`src/rtl/core/lss_pkg.sv`:
```
// ----------------------------------------------------------------------------
// lss_pkg
// Shared types and codes for the LIFO stack with search.
// ----------------------------------------------------------------------------
package lss_pkg;

   // Stored value and search key
   typedef logic signed [31:0] data_type;

   // Operation codes carried by a request beat
   typedef enum logic [1:0] {
      OP_PUSH   = 2'd0,
      OP_POP    = 2'd1,
      OP_SEARCH = 2'd2,
      OP_CLEAR  = 2'd3
   } opcode_type;

   // Status codes carried by a response beat
   typedef enum logic [2:0] {
      ST_OK        = 3'd0,
      ST_UNDERFLOW = 3'd1,
      ST_OVERFLOW  = 3'd2,
      ST_FOUND     = 3'd3,
      ST_NOTFOUND  = 3'd4
   } status_type;

   // Response field widths
   localparam int PosWidth   = 7;
   localparam int CountWidth = 7;

   // Per-cycle commands broadcast to every cell of the chain
   typedef struct packed {
      logic push;   // shift values one place away from the top
      logic pop;    // shift values one place towards the top
      logic load;   // capture key match into the hit bit
      logic scan;   // shift hit bits one place towards the top
   } cell_ctrl_type;

endpackage

```
`src/rtl/core/lss_cell.sv`:
```
// ----------------------------------------------------------------------------
// lss_cell
// One stack entry: holds a value and a search hit bit, shifts with its
// neighbours on push, pop and search scan.
// ----------------------------------------------------------------------------
module lss_cell (
   input  logic                   clock,
   input  lss_pkg::cell_ctrl_type ctrl,
   input  lss_pkg::data_type      key,
   input  lss_pkg::data_type      up_value,    // neighbour nearer the top
   input  lss_pkg::data_type      down_value,  // neighbour nearer the bottom
   input  logic                   down_hit,
   output lss_pkg::data_type      value,
   output logic                   hit
);
   import lss_pkg::*;

   data_type value_ff;
   logic     hit_ff;

   // Value storage: shift down on push, up on pop
   always_ff @(posedge clock) begin
      priority if (ctrl.push) begin
         value_ff <= up_value;
      end else if (ctrl.pop) begin
         value_ff <= down_value;
      end else begin
         value_ff <= value_ff;
      end
   end

   // Hit bit: local compare on load, then shifted towards the top
   always_ff @(posedge clock) begin
      priority if (ctrl.load) begin
         hit_ff <= (value_ff == key);
      end else if (ctrl.scan) begin
         hit_ff <= down_hit;
      end else begin
         hit_ff <= hit_ff;
      end
   end

   assign value = value_ff;
   assign hit   = hit_ff;

endmodule
```
`config.mk`:
```
export PLATFORM = sky130hd
export DESIGN_NAME = lss_cell
export DESIGN_NICKNAME = d
export VERILOG_FILES = /design/src/rtl/core/lss_pkg.sv /design/src/rtl/core/lss_cell.sv
export SDC_FILE = /design/constraint.sdc
export NUM_CORES = 1
export LEC_CHECK = 0
export BUFFER_PORTS_ARGS = -buffer_cell sky130_fd_sc_hd__buf_2
export CORE_UTILIZATION = 44
export CTS_BUF_LIST = sky130_fd_sc_hd__clkbuf_2 sky130_fd_sc_hd__clkbuf_4 sky130_fd_sc_hd__clkbuf_8
export CTS_CLUSTER_DIAMETER = 120
export DETAILED_ROUTE_END_ITERATION = 16
export HOLD_SLACK_MARGIN = 0.06
export PLACE_DENSITY_LB_ADDON = 0.05
export SYNTH_ARGS = -nofsm -noshare
export SYNTH_HDL_FRONTEND = slang
export SYNTH_SLANG_ARGS = --single-unit
```
`constraint.sdc`:
```
create_clock -name clock -period 2.75 [get_ports clock]
set_clock_uncertainty 0.15 [all_clocks]
set_input_delay 0.275 -clock clock [delete_from_list [all_inputs] [get_ports clock]]
set_output_delay 0.275 -clock clock [all_outputs]
set_load 0.005 [all_outputs]
```
# ---- Word-level counts from Yosys, hierarchy flattened
# Cells that the tools add are included.
dict set report word_totals {
  regBits 33
  input_bits 102
  out_inout_bits 33
}
dict set report op_classes {
  n_eq_ne 1
  n_mux 4
  n_reduce_logical 2
}
# cell n
set ops {}
lappend ops {{32-bit 2-to-1 mux} 2}
lappend ops {{32-bit == test} 1}
lappend ops {{2-bit nonzero test} 2}
lappend ops {{1-bit 2-to-1 mux} 2}

# ---- Depth between registers and ports, before layout
# Gate-level depths: netlist (run 1).
dict set report logic_depth {
  word_depth 2
  ltp_mapped 5
  mapped_depth_nobuf 5
}

# ---- Worst setup path before layout (run 1)
# OpenSTA, ideal clock, no wires.
dict set report synth_timing {
  path_kind {input port to flip-flop}
  start {input ctrl[3] in the netlist's numbering}
  end {register value_ff[0] (netlist: value[0]), enable pin}
  arrival_ns 1.105
  t_required_ns 2.225
  path_slack_ns 1.120
  stages 3
  n_path_buf 2
  path_cell_list {buf_2 buf_2 or2_2}
}
dict set report synth_via {
  elab_chain_len 1
}
# element line
set synth_lines {}
lappend synth_lines {{start: declaration} lss_cell.sv:8} ;# input lss_pkg::cell_ctrl_type ctrl,
lappend synth_lines {{2-bit nonzero test (no source line)} --}
lappend synth_lines {{end signal: assignment} lss_cell.sv:24} ;# value_ff <= up_value;
lappend synth_lines {{end signal: assignment} lss_cell.sv:26} ;# value_ff <= down_value;
lappend synth_lines {{end signal: assignment} lss_cell.sv:28} ;# value_ff <= value_ff;
lappend synth_lines {{end: declaration} lss_cell.sv:18} ;# data_type value_ff;
# Every way passes these cells.
# A chain may end at the register's enable or synchronous reset.

# ---- Worst setup path after layout (run 1)
dict set report layout_timing {
  start {register value_ff[1] (netlist: value[1])}
  end {register hit_ff (netlist: hit), data pin}
}
dict set report layout_via {
  elab_chain_len 2
}
# element line
set layout_lines {}
lappend layout_lines {{32-bit == test} lss_cell.sv:35} ;# hit_ff <= (value_ff == key);
lappend layout_lines {{1-bit 2-to-1 mux} lss_cell.sv:34} ;# priority if (ctrl.load) begin
lappend layout_lines {{end signal: assignment} lss_cell.sv:35}
lappend layout_lines {{end signal: assignment} lss_cell.sv:37} ;# hit_ff <= down_hit;
lappend layout_lines {{end signal: assignment} lss_cell.sv:39} ;# hit_ff <= hit_ff;
lappend layout_lines {{end: declaration} lss_cell.sv:19} ;# logic hit_ff;
# Every way passes these cells.

==> impl_metrics.ini, run 1 <==
[run]
maxCapViolCount = 0

[worst_setup_path]
cp.required_ns = 2.72
end_kind = register
start_kind = register
critPathCapture = hit
ff2ff_path_depth = 5
r2r_slack_ns = 1.12
worstReg2RegStart = value[1]
worstReg2RegEnd = hit
arrival_ns = 1.61
path_max_fanout = 2
crit_type = register to register
critical_path.startpoint = value[1]

[placement]
io_buffers = 134
dp_hpwl_um = 3030
place.gp.congestion = 0.666

[detailed_routing]
via_count = 1422
wl_um = 3860
via_per_inst = 4.69
first_pass_iters = 3
wl_per_cell_um = 12.7
drtIter0Drc = 33
drtAntennaViolNets = 0
drc = 0

[clock_tree]
clk_pin_slew_ns = 0.06
post_cts_buffers = 0
clock_latency_ns = 0.28
cts.sinks = 33
post_cts_resized = 0
cts-root-buf = clkbuf_8
cts_tree = done
cts_hold_buf = 0
cts_max_level = 2
cts_buffer_depth = 2
cts-buffers-inserted = 5

[sta]
finalSetupViolCount = 0
drv_slew = 0
rsz0062_at_grt = false
tightestPinTransition_ns = 0.744
fin_tns_setup_ns = 0
hold_viol = 0
period_minus_slack_ns = 1.63
slew_headroom_pct = 50.4
max_freq_mhz = 613
min_period_over_period_pct = 59.3

[floorplan]
initial_utilization_pct = 46.8
die_w_um = 64.9
die-area_sq_mm = 0.00421
placementRows = 22
ios = 135
die_height_um = 64.9
coreArea_sq_mm = 0.00372

[logic_synthesis]
ys_ff_latch = 33
synth_compound_area_share_pct = 0.359
ys_types = 12
syn_nets = 218
postSynthAreaPerCell_sq_um = 15.0
synth_top_family_by_area = multiplexers
synth_top_area_share_pct = 56.9
syn_inst = 116
netlist_top_cells_area = edfxtp_1 (57%), mux2_2 (21%), xnor2_1 (8.6%)
yosys.area_share.simple_pct = 4.53
yosysTopAreaCell = edfxtp_1
synthMuxAreaShare_pct = 20.7
ys_seq_area_share_pct = 56.9
synth-adder-area-share_pct = 0
syn_area_sq_mm = 0.00174
ys_warn_count = 0
synthXorXnorAreaFrac_pct = 16.1

[worst_hold_path]
hold_path_class = primary input to register

[layout]
diodes = 0
drive_gt1_share_pct = 69.4
utilization_pct = 68.6
fillers = 305
area_delta_synth_final_pct = 46.5
finalNetCount = 356

[power]
ir_drop_mv = 0.312
p_per_area_mw_per_mm2 = 503
p_leak_uw = 0.00116

[grt]
grt_max_degree = 33
grt_pass1_wl_um = 6000
overflow = 0
antenna_found_initial = 0
grt_pass1_vias = 1359
grt.total_usage_pct = 19.3

[run_status]
status = complete, no violations
-- cell families after synthesis --
family	Yosys count
mux	32
buf+inv	5
flops	33
simple gates	13
xor+xnor	32
compound gates	1
-- metal layers --
layer / track usage, % / share of wire, % / wire (um) / vias to the layer above
met2: 33.6 / 52 / 2000 / 79
met3: 7.75 / 10 / 398 / 4
li1: - / - / - / 705
met1: 21.1 / 37 / 1420 / 634
met5: 0 / 0 / 0 / -
met4: 6.67 / 0.99 / 38 / 0
-- report_power, final --
| group | switching [uW] | internal (uW) | total, uW |
|---|---|---|---|
| Combinational | 97.7 | 160 | 258 |
| Clock | 162 | 209 | 371 |
| Sequential | 33.2 | 621 | 654 |
-- worst min-delay path by stage --
stage                  startpoint  endpoint  slack [ns]  cells past startpoint
floorplan                 ctrl[0]       hit        0.33                      1
finish                    ctrl[0]       hit        0.14                      2
global placement          ctrl[0]       hit        0.42                      2
global route        down_value[5]  value[5]        0.13                      2
detailed placement        ctrl[0]       hit        0.42                      2
CTS                       ctrl[0]       hit        0.13                      2
-- Yosys cell counts --
cell      instances
buf_2             4
edfxtp_1         33
inv_1             1
mux2_2           32
nand3_1           1
nand4_1           5
nor3_1            1
nor4_1            4
o22ai_1           1
or2_2             2
xnor2_1          17
xor2_1           15
-- cell usage in the layout (no fill, tap or decap), drive strengths merged --
master	n
xor2	15
xnor2	17
clkbuf	8
edfxtp	33
or2	2
nand3	1
nor4	4
mux2	32
o22ai	1
buf	135
inv	1
nor3	1
nand4	5
-- flip-flops by register name, indices dropped and copies added (netlist names) --
signal / flops
value: 32
hit: 1
-- cell type report --
| cell class | instances | area (sq um) | share of cell area [%] |
|---|---|---|---|
| Inverter | 1 | 3.75 | 0.147 |
| Clock buffer | 8 | 91.3 | 3.58 |
| Multi-Input combinational cell | 78 | 726 | 28.5 |
| Tap cell | 48 | 60.1 | 2.36 |
| Sequential cell | 33 | 991 | 38.9 |
| Timing Repair Buffer | 135 | 678 | 26.6 |
-- metrics by stage --
stage	cell area, sq um	hold slack, ns	setup slack [ns]	total power (uW)	cells
floorplan	1740	0.325	1.12	785	116
global placement	2460	0.417	0.919	922	295
detailed placement	2460	0.421	0.911	926	295
CTS	2550	0.133	1.11	1300	303
global route	2550	0.133	0.906	1350	303
finish	2550	0.139	1.12	1280	303
-- worst max-delay path, cell delays in order (launching register included) --
cell and delay, ns:
edfxtp_1 0.40, xnor2_1 0.16, nand4_1 0.12, nor4_1 0.38, nand4_1 0.14, o22ai_1 0.14
Note: power is estimated with default switching activity, not from simulation.
==> inputs of run 2 (changes only) <==
- ABC_AREA: unset -> 1
- CORE_UTILIZATION: 44 -> 39
- clock period: 2.75 -> 1.4 ns (I/O delays scaled with it)
==> run 2 against run 1 <==
  * First-iteration DRC count up 130%
  * Die area up 26%
  * Clock-buffer cell count unchanged
  * Critical path depth up 2
  * Synthesized cell count up 130%
  * Sequential cell count unchanged
  * Sequential share of layout area down 11 points
  * Total power up 120%
==> impl_metrics.ini, run 2 <==
[layout]
multi_input_comb_area_sq_um = 801
largest_reg_flops = 32
area_delta_synth_final_pct = 79.2
diodes = 0
drive_gt1_share_pct = 32.2
regArea_sq_um = 991
layout.cells.non_filler = 542
layout_commonest_cell = nand2_1
fillers = 395
finalNetCount = 576
mostFrequentLayoutCells = nand2_1 (147), buf_2 (134), dlygate4sd3_1 (68)

[power]
power.total_uw = 2800
p_per_area_mw_per_mm2 = 797
ir_drop_mv = 0.684
p_leak_uw = 0.00191

[logic_synthesis]
yosysTopAreaCell = edfxtp_1
async_flop_share_pct = 0
synthTopCellsByCount = nand2_1 (147), inv_1 (36), edfxtp_1 (33), nor2_1 (17), xnor2_1 (9)
netlist_top_cells_area = edfxtp_1 (51%), nand2_1 (28%), inv_1 (6.9%)
ys_ff_latch = 33
synthMostInstantiatedCell = nand2_1
syn_inst = 266
ys_seq_area_share_pct = 50.6
ys.flop_type = edfxtp_1
syn_nets = 368
synth_top_area_share_pct = 50.6
ys_types = 14
synth-edff-count = 33
ys_warn_count = 0
syn_area_sq_mm = 0.00196
postSynthAreaPerCell_sq_um = 7.37

[sta]
slew_headroom_pct = 86.4
hold_viol = 0
period_minus_slack_ns = 1.37
tightestPinTransition_ns = 0.203
rsz0062_at_grt = true
drv_slew = 0
finalSetupViolCount = 0
min_period_over_period_pct = 98.0
max_freq_mhz = 729

[floorplan]
die_height_um = 72.9
placementRows = 25
ios = 135
die_w_um = 72.9
coreArea_sq_mm = 0.00479
die-area_sq_mm = 0.00531
initial_utilization_pct = 40.9

[worst_setup_path]
path_max_fanout = 2
critPathMostFrequentCell = nand2_1
r2r_slack_ns = 0.03
crit_slowest_cell = edfxtp_1
cp.required_ns = 1.30
cp_slowest_stage_delay_ns = 0.38
crit_type = register to register
end_kind = register
start_kind = register
arrival_ns = 1.27
critPathBufInv = 0
worstPathCellList = or2_2, nand3_1, nor2_1, nand2_1, nor2_1, nand2_1, nand2_1
crit_family = simple AND/OR/NAND/NOR gates

[placement]
place.gp.congestion = 0.817
io_buffers = 134
dpl.cell_count = 466
dp_hpwl_um = 3970

[grt]
grt_pass1_wl_um = 9990
grt_pass1_vias = 2382
overflow = 0
grt_max_degree = 31
grt.total_usage_pct = 25.1
antenna_found_initial = 0

[detailed_routing]
drtAntennaViolNets = 0
wl_met2_um = 3270
first_pass_iters = 4
wl_per_cell_um = 11.9
drtIter0Drc = 75
wl_met1_um = 2560
maxUsedRoutingLayer = met4
wl_met3_um = 413
wl_um = 6460
via_count = 2370
via_per_inst = 4.37
drc = 0

[clock_tree]
clk_pin_slew_ns = 0.07
post_cts_buffers = 0
cts_buffer_depth = 2
cts_max_level = 2
cts-root-buf = clkbuf_8
cts.sinks = 33
clock_latency_ns = 0.28
cts-buffers-inserted = 5
cts_tree = done

[worst_hold_path]
hold_path_class = primary input to register

[run_status]
status = complete, no violations

[run]
maxCapViolCount = 0
-- run 2: changes by cell type in the layout (fill, tap and decap cells not counted), moves of 4 or more --
cell / change
xnor2_1: -8
nor2_1: +17
nor4_1: -4
dlygate4sd3_1: +68
buf_4: +4
inv_1: +35
nand2_1: +147
mux2_2: -32
xor2_1: -13
-- run 2: final timing paths --
| path | from | end | cells past startpoint |
|---|---|---|---|
| worst min-delay path | ctrl[3] | value[18] | 4 |
| worst min register to register | value[14] | hit | 7 |
| worst max register to register | value[25] | hit | 7 |
| worst max-delay path | value[25] | hit | 7 |
-- run 2: stage by stage --
| step | hold slack (ns) | setup WS, ns | setup TNS (ns) | util [%] | cell area [sq um] |
|---|---|---|---|---|---|
| after CTS | 0.251 | 0.0201 | 0 | 73.4 | 3510 |
| after floorplan | 0.169 | 0.0341 | 0 | - | 1960 |
| final | 0.258 | 0.0283 | 0 | 73.4 | 3510 |
| after global placement | 0.252 | 0.0406 | 0 | 57.2 | 2740 |
| after global routing | 0.270 | -0.0591 | -0.0591 | 73.4 | 3510 |
| after detailed placement | 0.257 | 0.0239 | 0 | 57.2 | 2740 |
-- run 2: metal layers --
layer,GRT usage [%],vias up
met3,7.32,21
met1,26.3,1027
met2,46.4,100
met4,11.3,0
li1,-,1222
met5,0,-
-- run 2: area by class of cell --
cell class                 instances  area share (%)
timing repair buffer             208            40.1
sequential                        33            28.2
tap                               67            2.39
clock buffer                       8            2.60
multi-input combinational        190            22.8
inverter                          36            3.85
-- run 2: logic make-up (layout without fill, tap and decap cells) --
| group | Yosys count | after routing | share of synthesized area [%] |
|---|---|---|---|
| buffers and inverters | 43 | 252 | 8.56 |
| AO/OA/AOI/OAI | 2 | 2 | 0.575 |
| AND/OR/NAND/NOR | 177 | 177 | 35.4 |
| flip-flops | 33 | 33 | 50.6 |
| XOR/XNOR | 11 | 11 | 4.92 |
-- run 2: power by group --
group	total [uW]	switching, uW	internal [uW]	leakage [uW]
Clock	754	343	411	0.0000498
Combinational	758	330	427	0.00152
Sequential	1290	67.3	1220	0.000340
-- run 2: what timing repair did --
| item | 4_1_cts | 5_1_grt |
|---|---|---|
| setup endpoints to repair | 0 | 1 |
| endpoints found under the hold margin | 36 | 0 |
| hold buffers | 68 | 0 |
| gates resized for setup | 0 | 0 |
-- run 2: worst min-delay path, delay by kind of cell --
family | cells | cell delay [ns]
buf+inv | 2 | 0.32
simple gates | 2 | 0.12
